--- src/rtl/shs_pkg.sv ---
`timescale 1ns / 1ps
`default_nettype none
// ----------------------------------------------------------------------------
// shs_pkg
// Shared types, constants and helper functions for the SHA-256 stream hasher.
// ----------------------------------------------------------------------------
package shs_pkg;

	// Sequencer states of the top level.
	typedef enum logic [2:0] {
		ST_IDLE,
		ST_COMP,
		ST_PAD,
		ST_PAD_COMP,
		ST_LEN,
		ST_FIN_COMP,
		ST_FIN_WAIT
	} hs_state_t;

	// Phases of the compression engine.
	typedef enum logic [1:0] {
		ENG_IDLE,
		ENG_RUN,
		ENG_ADD
	} eng_phase_t;

	// Commands from the sequencer to the engine.
	typedef struct packed {
		logic       shift;
		logic [7:0] din;
		logic       start;
		logic       init;
	} eng_cmd_t;

	// Engine status back to the sequencer.
	typedef struct packed {
		logic done;
	} eng_stat_t;

	localparam logic [7:0] PAD_BYTE  = 8'h80;
	localparam logic [5:0] LEN_START = 6'd56;
	localparam logic [5:0] LAST_POS  = 6'd63;
	localparam logic [5:0] LAST_ROUND = 6'd63;

	localparam logic [31:0] ROUND_K [64] = '{
		32'h428a2f98, 32'h71374491, 32'hb5c0fbcf, 32'he9b5dba5,
		32'h3956c25b, 32'h59f111f1, 32'h923f82a4, 32'hab1c5ed5,
		32'hd807aa98, 32'h12835b01, 32'h243185be, 32'h550c7dc3,
		32'h72be5d74, 32'h80deb1fe, 32'h9bdc06a7, 32'hc19bf174,
		32'he49b69c1, 32'hefbe4786, 32'h0fc19dc6, 32'h240ca1cc,
		32'h2de92c6f, 32'h4a7484aa, 32'h5cb0a9dc, 32'h76f988da,
		32'h983e5152, 32'ha831c66d, 32'hb00327c8, 32'hbf597fc7,
		32'hc6e00bf3, 32'hd5a79147, 32'h06ca6351, 32'h14292967,
		32'h27b70a85, 32'h2e1b2138, 32'h4d2c6dfc, 32'h53380d13,
		32'h650a7354, 32'h766a0abb, 32'h81c2c92e, 32'h92722c85,
		32'ha2bfe8a1, 32'ha81a664b, 32'hc24b8b70, 32'hc76c51a3,
		32'hd192e819, 32'hd6990624, 32'hf40e3585, 32'h106aa070,
		32'h19a4c116, 32'h1e376c08, 32'h2748774c, 32'h34b0bcb5,
		32'h391c0cb3, 32'h4ed8aa4a, 32'h5b9cca4f, 32'h682e6ff3,
		32'h748f82ee, 32'h78a5636f, 32'h84c87814, 32'h8cc70208,
		32'h90befffa, 32'ha4506ceb, 32'hbef9a3f7, 32'hc67178f2
	};

	localparam logic [31:0] HASH_IV [8] = '{
		32'h6a09e667, 32'hbb67ae85, 32'h3c6ef372, 32'ha54ff53a,
		32'h510e527f, 32'h9b05688c, 32'h1f83d9ab, 32'h5be0cd19
	};

	function automatic logic [31:0] rotr(input logic [31:0] x, input int n);
		return (x >> n) | (x << (32 - n));
	endfunction

	function automatic logic [31:0] bsig0(input logic [31:0] x);
		return rotr(x, 2) ^ rotr(x, 13) ^ rotr(x, 22);
	endfunction

	function automatic logic [31:0] bsig1(input logic [31:0] x);
		return rotr(x, 6) ^ rotr(x, 11) ^ rotr(x, 25);
	endfunction

	function automatic logic [31:0] ssig0(input logic [31:0] x);
		return rotr(x, 7) ^ rotr(x, 18) ^ (x >> 3);
	endfunction

	function automatic logic [31:0] ssig1(input logic [31:0] x);
		return rotr(x, 17) ^ rotr(x, 19) ^ (x >> 10);
	endfunction

endpackage
`default_nettype wire

--- src/rtl/shs_engine.sv ---
`timescale 1ns / 1ps
`default_nettype none
// ----------------------------------------------------------------------------
// shs_engine
// Block window, message schedule, one shared round unit and chaining hash.
// ----------------------------------------------------------------------------
module shs_engine
	import shs_pkg::*;
(
	input  wire logic         clk,
	input  wire logic         arst_n,
	input  wire eng_cmd_t     cmd,
	output eng_stat_t         stat,
	output logic [255:0]      hash
);

	// The window holds the 64-byte block; its top word is the current W.
	logic [511:0] win_q;
	logic [31:0]  v_q [8];
	logic [31:0]  h_q [8];
	logic [5:0]   round_q;
	eng_phase_t   phase_q, phase_d;

	logic [31:0] w0, w1, w9, w14, w_new;
	logic [31:0] t1, t2, ch, maj;

	assign w0  = win_q[511:480];
	assign w1  = win_q[479:448];
	assign w9  = win_q[223:192];
	assign w14 = win_q[63:32];
	assign w_new = ssig1(w14) + w9 + ssig0(w1) + w0;

	assign ch  = (v_q[4] & v_q[5]) ^ (~v_q[4] & v_q[6]);
	assign maj = (v_q[0] & v_q[1]) ^ (v_q[0] & v_q[2]) ^ (v_q[1] & v_q[2]);
	assign t1  = v_q[7] + bsig1(v_q[4]) + ch + ROUND_K[round_q] + w0;
	assign t2  = bsig0(v_q[0]) + maj;

	always_comb begin
		phase_d = phase_q;
		unique case (phase_q)
			ENG_IDLE: begin
				if (cmd.start) phase_d = ENG_RUN;
			end
			ENG_RUN: begin
				if (round_q == LAST_ROUND) phase_d = ENG_ADD;
			end
			ENG_ADD: begin
				phase_d = ENG_IDLE;
			end
			default: phase_d = ENG_IDLE;
		endcase
	end

	always_ff @(posedge clk or negedge arst_n) begin
		if (!arst_n) begin
			phase_q <= ENG_IDLE;
			round_q <= '0;
		end else begin
			phase_q <= phase_d;
			if (cmd.start) round_q <= '0;
			else if (phase_q == ENG_RUN) round_q <= round_q + 6'd1;
		end
	end

	always_ff @(posedge clk or negedge arst_n) begin
		if (!arst_n) begin
			for (int i = 0; i < 8; i++) h_q[i] <= HASH_IV[i];
		end else if (cmd.init) begin
			for (int i = 0; i < 8; i++) h_q[i] <= HASH_IV[i];
		end else if (phase_q == ENG_ADD) begin
			for (int i = 0; i < 8; i++) h_q[i] <= h_q[i] + v_q[i];
		end
	end

	always_ff @(posedge clk) begin
		if (cmd.shift) begin
			win_q <= {win_q[503:0], cmd.din};
		end else if (phase_q == ENG_RUN) begin
			win_q <= {win_q[479:0], w_new};
		end
		if (cmd.start) begin
			for (int i = 0; i < 8; i++) v_q[i] <= h_q[i];
		end else if (phase_q == ENG_RUN) begin
			v_q[0] <= t1 + t2;
			v_q[1] <= v_q[0];
			v_q[2] <= v_q[1];
			v_q[3] <= v_q[2];
			v_q[4] <= v_q[3] + t1;
			v_q[5] <= v_q[4];
			v_q[6] <= v_q[5];
			v_q[7] <= v_q[6];
		end
	end

	assign stat.done = (phase_q == ENG_ADD);
	assign hash = {h_q[0], h_q[1], h_q[2], h_q[3], h_q[4], h_q[5], h_q[6], h_q[7]};

endmodule
`default_nettype wire

--- src/rtl/sha256_stream_hasher_core.sv ---
`timescale 1ns / 1ps
`default_nettype none
// ----------------------------------------------------------------------------
// sha256_stream_hasher_core
// SHA-256 over a byte stream with padding and digest output.
// ----------------------------------------------------------------------------
// Usage:
// The slave side takes one item per handshake: tuser low absorbs the byte in
// tdata, tuser high finishes the message. An absorb item that does not fill
// the 64-byte block leaves tready high. The item that fills it starts the
// shared round unit, which runs 64 rounds at one per cycle followed by the
// chaining update, so tready stays low until that update is done.
// A finish item pads the block one byte per cycle while no compression runs
// (up to 63 zero bytes, a step to turn to the length and eight length bytes),
// runs one or two compressions, then hands the eight digest words to the
// output register and restarts from the initial hash values.
// The master side gives the words in order, index 0 first, tlast on the
// eighth. A stalled receiver holds the words; absorb items are still taken
// meanwhile, and only a following finish waits for the output to drain.
// Reset clears the hash to its initial values, the block position, the bit
// count and the output.
// ----------------------------------------------------------------------------
module sha256_stream_hasher_core
	import shs_pkg::*;
(
	input  wire logic        clk,
	input  wire logic        arst_n,
	input  wire logic        s_axis_tvalid,
	output logic             s_axis_tready,
	input  wire logic [7:0]  s_axis_tdata,   // [7:0] data_byte
	input  wire logic        s_axis_tuser,   // [0] kind
	output logic             m_axis_tvalid,
	input  wire logic        m_axis_tready,
	output logic [39:0]      m_axis_tdata,   // [31:0] digest_word, [34:32] word_index
	output logic             m_axis_tlast
);

	hs_state_t    state_q, state_d;
	logic [5:0]   fill_q, fill_d;
	logic [54:0]  blocks_q, blocks_d;
	logic [63:0]  len_q, len_d;
	logic [255:0] digest_q;
	logic [2:0]   idx_q;
	logic         out_valid_q;
	logic         load_out;
	logic         in_acc, out_acc;
	eng_cmd_t     cmd;
	eng_stat_t    stat;
	logic [255:0] hash;

	shs_engine u_engine (
		.clk    (clk),
		.arst_n (arst_n),
		.cmd    (cmd),
		.stat   (stat),
		.hash   (hash)
	);

	assign s_axis_tready = (state_q == ST_IDLE);
	assign in_acc  = s_axis_tvalid && s_axis_tready;
	assign out_acc = m_axis_tvalid && m_axis_tready;

	always_comb begin
		state_d  = state_q;
		fill_d   = fill_q;
		blocks_d = blocks_q;
		len_d    = len_q;
		load_out = 1'b0;
		cmd      = '0;
		unique case (state_q)
			ST_IDLE: begin
				if (in_acc) begin
					cmd.shift = 1'b1;
					fill_d = fill_q + 6'd1;
					if (!s_axis_tuser) begin
						cmd.din = s_axis_tdata;
						if (fill_q == LAST_POS) begin
							cmd.start = 1'b1;
							blocks_d = blocks_q + 55'd1;
							state_d = ST_COMP;
						end
					end else begin
						// Completed blocks are whole multiples of 512 bits.
						cmd.din = PAD_BYTE;
						len_d = {blocks_q, fill_q, 3'b000};
						if (fill_q == LAST_POS) begin
							cmd.start = 1'b1;
							state_d = ST_PAD_COMP;
						end else begin
							state_d = ST_PAD;
						end
					end
				end
			end
			ST_COMP: begin
				if (stat.done) state_d = ST_IDLE;
			end
			ST_PAD: begin
				if (fill_q == LEN_START) begin
					state_d = ST_LEN;
				end else begin
					cmd.shift = 1'b1;
					fill_d = fill_q + 6'd1;
					if (fill_q == LAST_POS) begin
						cmd.start = 1'b1;
						state_d = ST_PAD_COMP;
					end
				end
			end
			ST_PAD_COMP: begin
				if (stat.done) state_d = ST_PAD;
			end
			ST_LEN: begin
				cmd.shift = 1'b1;
				cmd.din = len_q[63:56];
				len_d = {len_q[55:0], 8'h00};
				fill_d = fill_q + 6'd1;
				if (fill_q == LAST_POS) begin
					cmd.start = 1'b1;
					state_d = ST_FIN_COMP;
				end
			end
			ST_FIN_COMP: begin
				if (stat.done) state_d = ST_FIN_WAIT;
			end
			ST_FIN_WAIT: begin
				if (!out_valid_q) begin
					load_out = 1'b1;
					cmd.init = 1'b1;
					blocks_d = '0;
					state_d = ST_IDLE;
				end
			end
			default: state_d = ST_IDLE;
		endcase
	end

	always_ff @(posedge clk or negedge arst_n) begin
		if (!arst_n) begin
			state_q     <= ST_IDLE;
			fill_q      <= '0;
			blocks_q    <= '0;
			out_valid_q <= 1'b0;
			idx_q       <= '0;
		end else begin
			state_q  <= state_d;
			fill_q   <= fill_d;
			blocks_q <= blocks_d;
			if (load_out) begin
				out_valid_q <= 1'b1;
				idx_q <= '0;
			end else if (out_acc) begin
				idx_q <= idx_q + 3'd1;
				if (idx_q == 3'd7) out_valid_q <= 1'b0;
			end
		end
	end

	always_ff @(posedge clk) begin
		len_q <= len_d;
		if (load_out) begin
			digest_q <= hash;
		end else if (out_acc) begin
			digest_q <= {digest_q[223:0], 32'h0};
		end
	end

	assign m_axis_tvalid = out_valid_q;
	assign m_axis_tdata  = {5'b00000, idx_q, digest_q[255:224]};
	assign m_axis_tlast  = (idx_q == 3'd7);

endmodule
`default_nettype wire
--- config.mk ---
export PLATFORM = sky130hd
export DESIGN_NAME = sha256_stream_hasher_core
export DESIGN_NICKNAME = d
export VERILOG_FILES = /design/src/rtl/shs_pkg.sv /design/src/rtl/shs_engine.sv /design/src/rtl/sha256_stream_hasher_core.sv
export SDC_FILE = /design/constraint.sdc
export NUM_CORES = 2
export LEC_CHECK = 0
export ABC_AREA = 1
export BUFFER_PORTS_ARGS = -buffer_cell sky130_fd_sc_hd__buf_2
export CAP_MARGIN = 20
export CORE_MARGIN = 2
export CORE_UTILIZATION = 59
export CTS_BUF_LIST = sky130_fd_sc_hd__clkbuf_4 sky130_fd_sc_hd__clkbuf_8
export CTS_CLUSTER_SIZE = 20
export DETAILED_ROUTE_END_ITERATION = 6
export PLACE_DENSITY = 0.75
export SLEW_MARGIN = 20
export SYNTH_ARGS = -nofsm -noshare
export SYNTH_HDL_FRONTEND = slang
export SYNTH_HIERARCHICAL = 1
export SYNTH_SLANG_ARGS = --single-unit
--- constraint.sdc ---
create_clock -name clk -period 20.3 [get_ports clk]
set_input_delay 1.015 -clock clk [delete_from_list [all_inputs] [get_ports clk]]
set_output_delay 1.015 -clock clk [all_outputs]
set_load 0.03 [all_outputs]
=== Yosys cells after proc, flatten, opt, wreduce, memory -nomap -nowiden ===
Memory sizes are Yosys's and may differ from the RTL's.
Index checks and enable logic that the tools add are counted.

* Add/sub/neg operators: 22
* $lt $le $gt $ge: 1
* Equal/unequal tests: 26
* Muxes and demuxes: 64
* Bitwise logic cells: 36
* Reduce and logical (&&, ||, !) cells: 18

{| class="wikitable"
|+ Operators by type and width
! operator !! count
|-
| 256-bit two-way mux || 4
|-
| 512-bit two-way mux || 2
|-
| 32-bit adder || 18
|-
| 32-bit two-way mux || 10
|-
| 32-bit bitwise XOR || 9
|-
| 55-bit two-way mux || 4
|-
| 32-bit AND || 5
|-
| 64-bit two-way mux || 2
|-
| 64-bit case mux with 2 select lines || 1
|-
| 55-bit case mux with 2 select lines || 1
|-
| 55-bit by 1-bit adder with 55-bit output (second input constant) || 1
|-
| 3-bit two-way mux || 12
|-
| 32-bit NOT || 1
|-
| 10-bit by 32-bit bitwise OR with 32-bit output || 1
|-
| 13-bit by 32-bit bitwise OR with 32-bit output || 1
|-
| 14-bit by 32-bit bitwise OR with 32-bit output || 1
|-
| 15-bit by 32-bit bitwise OR with 32-bit output || 1
|-
| 19-bit by 32-bit bitwise OR with 32-bit output || 1
|-
| 21-bit by 32-bit bitwise OR with 32-bit output || 1
|-
| 25-bit by 32-bit bitwise OR with 32-bit output || 1
|-
| 26-bit by 32-bit bitwise OR with 32-bit output || 1
|-
| 30-bit by 32-bit bitwise OR with 32-bit output || 1
|-
| 7-bit by 32-bit bitwise OR with 32-bit output || 1
|-
| 32-bit by 22-bit bitwise XOR with 32-bit output || 1
|-
| 35 further kinds || 86
|}

* Register bits: 1164
* Bits in writable memories: 256
* Bits in read-only memories: 2048
* Output and inout port bits: 43
* Logic and storage cells: 187
* Memories: 2

{| class="wikitable"
|+ Memory list
! memory !! depth !! bits a word !! read ports !! clocked after memory_dff !! wr ports !! line !! RTL
|-
| (no name shown) || 64 || 32 || 1 || 0 || 0 || shs_engine.sv:35 || <nowiki>assign t1 = v_q[7] + bsig1(v_q[4]) + ch + ROUND_K[round_q] + w0;</nowiki>
|-
| u_engine.v_q || 8 || 32 || 8 || 0 || 8 || shs_engine.sv:19 || <nowiki>logic [31:0] v_q [8];</nowiki>
|}

=== Logic depth before layout (Yosys ltp) ===
An unclocked memory read counts as a cell.

* Depth after elaboration: 10
* Gate-level depth with buffers: 42
* Gate-level depth less buffers: 41

=== By module ===
The synthesis kept the hierarchy.

{| class="wikitable"
|+ By module, submodules not included
! module !! instances !! cells an instance !! area an instance (sq um)
|-
| shs_engine || 1 || 9330 || 74352.6
|-
| sha256_stream_hasher_core || 1 || 1994 || 17808.3
|}

=== Worst setup path after synthesis ===
Ideal clock, no wire load.

* Path kind: input-to-reg
* Start: input port s_axis_tvalid
* End: register u_engine.win_q[0] (enable)
* Arrival: 10.858 ns
* Required time: 16.654 ns
* Path slack: 5.796 ns
* Stages on the path: 9
* Buffers on the path: 5
* Path through: clkbuf_1 -> nand2_1 -> nand3_1 -> buf_2 -> inv_2 -> buf_2 -> clkbuf_1 -> clkbuf_1 -> nand2_1

{| class="wikitable"
|+ RTL lines
! item !! line !! RTL
|-
| from (decl) || sha256_stream_hasher_core.sv:28 || <nowiki>input wire logic s_axis_tvalid,</nowiki>
|-
| to (signal assigned) || shs_engine.sv:77 || <nowiki>win_q <= {win_q[503:0], cmd.din};</nowiki>
|-
| to (signal assigned) || shs_engine.sv:79 || <nowiki>win_q <= {win_q[479:0], w_new};</nowiki>
|-
| to (decl) || shs_engine.sv:18 || <nowiki>logic [511:0] win_q;</nowiki>
|}

==> impl_metrics.csv <==
group,metric,value,unit
worst_setup_path,worst_path_most_repeated_cell,"inv_1",
route,antenna_violating_nets_post_route,0,
timing,setup_viol_count_final,0,
placed_design,routability_congestion,1.03,
die,die_y_extent,399,um
yosys,post_synth.cell_area_avg,8.14,um2
cts,cts_hold_repair.buffers,0,
global_route,overall_overflow_remaining_after_global_route,0,
die,floorplan.io_pins,56,
yosys,synth.most_common_cell,"nand2_1",
finish,drive_above_1_share,6.95,%
placed_design,buffer_ports.inserted,50,
cts,numCtsBuffers,236,
route,via_count,81492,
cts,clock_path_buffers,3,
timing,tns,0,ns
worst_setup_path,path_buf_inv,7,
cts,cts_resized,0,
cts,clock_tree_root_buffer_cell,"clkbuf_8",
timing,hold_viol_final,0,
timing,max_slew.worst_pin.slew,1.26,ns
finish,number_of_filler_cells_placed_in_the_layout,13309,
yosys,yosysUniqueCellTypes,76,
die,die-area,159000,um2
route,detail_route.first_pass.iterations,7,
hold_path,min_path_type,"input port to async pin",
global_route,grt_pass1_wl,488000,um
finish,regArea,41100,um2
yosys,synth.top_cells.by_area,"edfxtp_1 (35%), nand2_1 (15%), inv_1 (5.6%)",
yosys,yosys.area.top_type,"edfxtp_1",
yosys,synthesis.instances,11324,
cts,post_cts_buffers,0,
global_route,globalRouteMet1Util,54.3,%
global_route,grt_busiest_layer,"met2",
outcome,violations_in_the_final_reports,"DRC",
yosys,synth_sequential_area_ratio,44.6,%
placed_design,hpwlAfterDp,251000,um
global_route,maximum_number_of_pins_on_one_net_before_global_route_repair,259,
finish,finish.net_count,11818,
yosys,yosys_most_used_dff,"edfxtp_1",
timing,slew_headroom,16.0,%
route,route.detailed.vias_per_inst,6.04,
worst_setup_path,crit_path_max_delay_family,"adder cells",
cts,worstSkewPairLatency,1.07,ns
cts,clkSlewWorstSetupHoldPaths,0.06,ns
route,drtIter0Drc,10137,
cts,tritoncts_num_sinks,1417,
route,route.detailed.wl_per_inst,24.9,um
timing,fin_crit,9.11,ns
route,postRouteWirelength,335000,um
die,die_width,399,um
finish,area_growth,7.28,%
worst_setup_path,worstSetupPathType,"register to register",
run,drv_cap,0,
global_route,vias_in_the_first_global_route,76785,
cts,cts-htree-levels,4,
timing,finalClockSkew,0.0711,ns
worst_setup_path,crit_fanout,14,
timing,fmax,110,MHz
yosys,synth_top_cells_by_count,"nand2_1 (3691), inv_1 (1363), edfxtp_1 (1085)",
cts,cts_tree,"built",
yosys,post_synth_edffs,1085,
die,start_util,59.2,%
die,floorplan.rows,145,
timing,final.period_utilization,44.9,%
worst_setup_path,critical_path.slowest_cell,"a2111oi_2",
global_route,met3_usage,11.2,%
worst_setup_path,cp.arrival,9.86,ns
yosys,ys_seq_elements,1417,
worst_setup_path,slowest_delay,0.90,ns
yosys,netlist_area,92200,um2
outcome,run_status,"finished with violations",
global_route,grt_use_total,41.4,%
worst_setup_path,crit_path_end_kind,"register",
yosys,synth.yosys.warnings,6,
global_route,grt_use_met2,61.5,%
timing,grt_setup_unrepaired,"false",
timing,final_max_slew_viol_count,0,
yosys,synthDominantCellAreaShare,35.4,%
worst_setup_path,critPathRequiredTime,21.05,ns
die,core_box_area,156000,um2
yosys,synth_async_sr_flop_share,23.4,%
worst_setup_path,crit_path_start_kind,"register",
global_route,grt_antenna_before_repair,6,
finish,multi_input_comb_area,43900,um2
route,post-route-drc-count,3,
-- state kept, by name, indices dropped and copies added (netlist names) --
register	flops
idx_q	3
u_engine/v_q	256
fill_q	6
blocks_q	55
digest_q	256
u_engine/round_q	6
len_q	61
u_engine/phase_q	2
u_engine/win_q	512
m_axis_tvalid	1
u_engine/hash	256
state_q	3
-- cells in the final DEF, fill, tap and decap left out, types with 222 or more instances in the layout --
| cell type | Yosys | routed |
|---|---|---|
| ha_1 | 398 | 398 |
| nand3_1 | 370 | 369 |
| inv_1 | 1363 | 1362 |
| nor2_1 | 735 | 734 |
| nand2_1 | 3691 | 3688 |
| o21ai_0 | 830 | 827 |
| clkbuf_8 | 0 | 257 |
| xor2_1 | 222 | 222 |
| edfxtp_1 | 1085 | 1085 |
| a21oi_1 | 538 | 537 |
-- per-layer routing --
layer	routed length [um]	up-vias	part of all wire, %
met5	55	-	0.016
met2	145000	4872	43
met1	128000	38712	38
met4	22800	8	6.8
li1	-	36929	-
met3	39000	971	12
-- final timing paths --
path                       depth (start not counted)  slack, ns           startpoint                  end
setup reg to reg                                  35      11.19  u_engine/round_q[0]  u_engine/v_q[0][22]
min in group clk                                   4       0.41        m_axis_tready             idx_q[1]
max in group asynchronous                          2      18.69               arst_n         blocks_q[34]
setup / recovery                                  35      11.19  u_engine/round_q[0]  u_engine/v_q[0][22]
hold / removal                                     1       0.07               arst_n   u_engine/hash[107]
hold reg to reg                                    2       0.49        digest_q[177]        digest_q[209]
-- metrics by stage --
step	utilization (%)	setup slack [ns]	hold slack (ns)	cell area, um2	std cells
after floorplan	-	5.80	0.444	92200	11328
after global placement	60.2	11.51	0.466	93700	13032
after detailed placement	60.2	11.41	0.485	93700	13032
after CTS	63.5	11.40	0.0252	98900	13476
after global routing	63.5	10.80	0.0823	98900	13477
final	63.5	11.19	0.0709	98900	13482
-- cell families after synthesis --
| logic type | synth area share, % |
|---|---|
| fa+ha+maj | 9.65 |
| simple gates | 21.9 |
| other cells | 0.00407 |
| flops | 44.6 |
| xor+xnor | 3.84 |
| compound gates | 12.2 |
| buf+inv | 7.89 |
-- final cells by class --
class | count | share of cell area (%)
Antenna cell | 6 | 0.0152
Tap cell | 2058 | 2.60
Clock buffer | 359 | 4.35
Multi-Input combinational cell | 8045 | 44.4
Clock inverter | 85 | 0.891
Timing Repair Buffer | 121 | 0.853
Sequential cell | 1417 | 41.5
Inverter | 1391 | 5.31
Power is not shown: default switching activity piles up to over one toggle a cycle in this logic, so the estimate is an artifact.
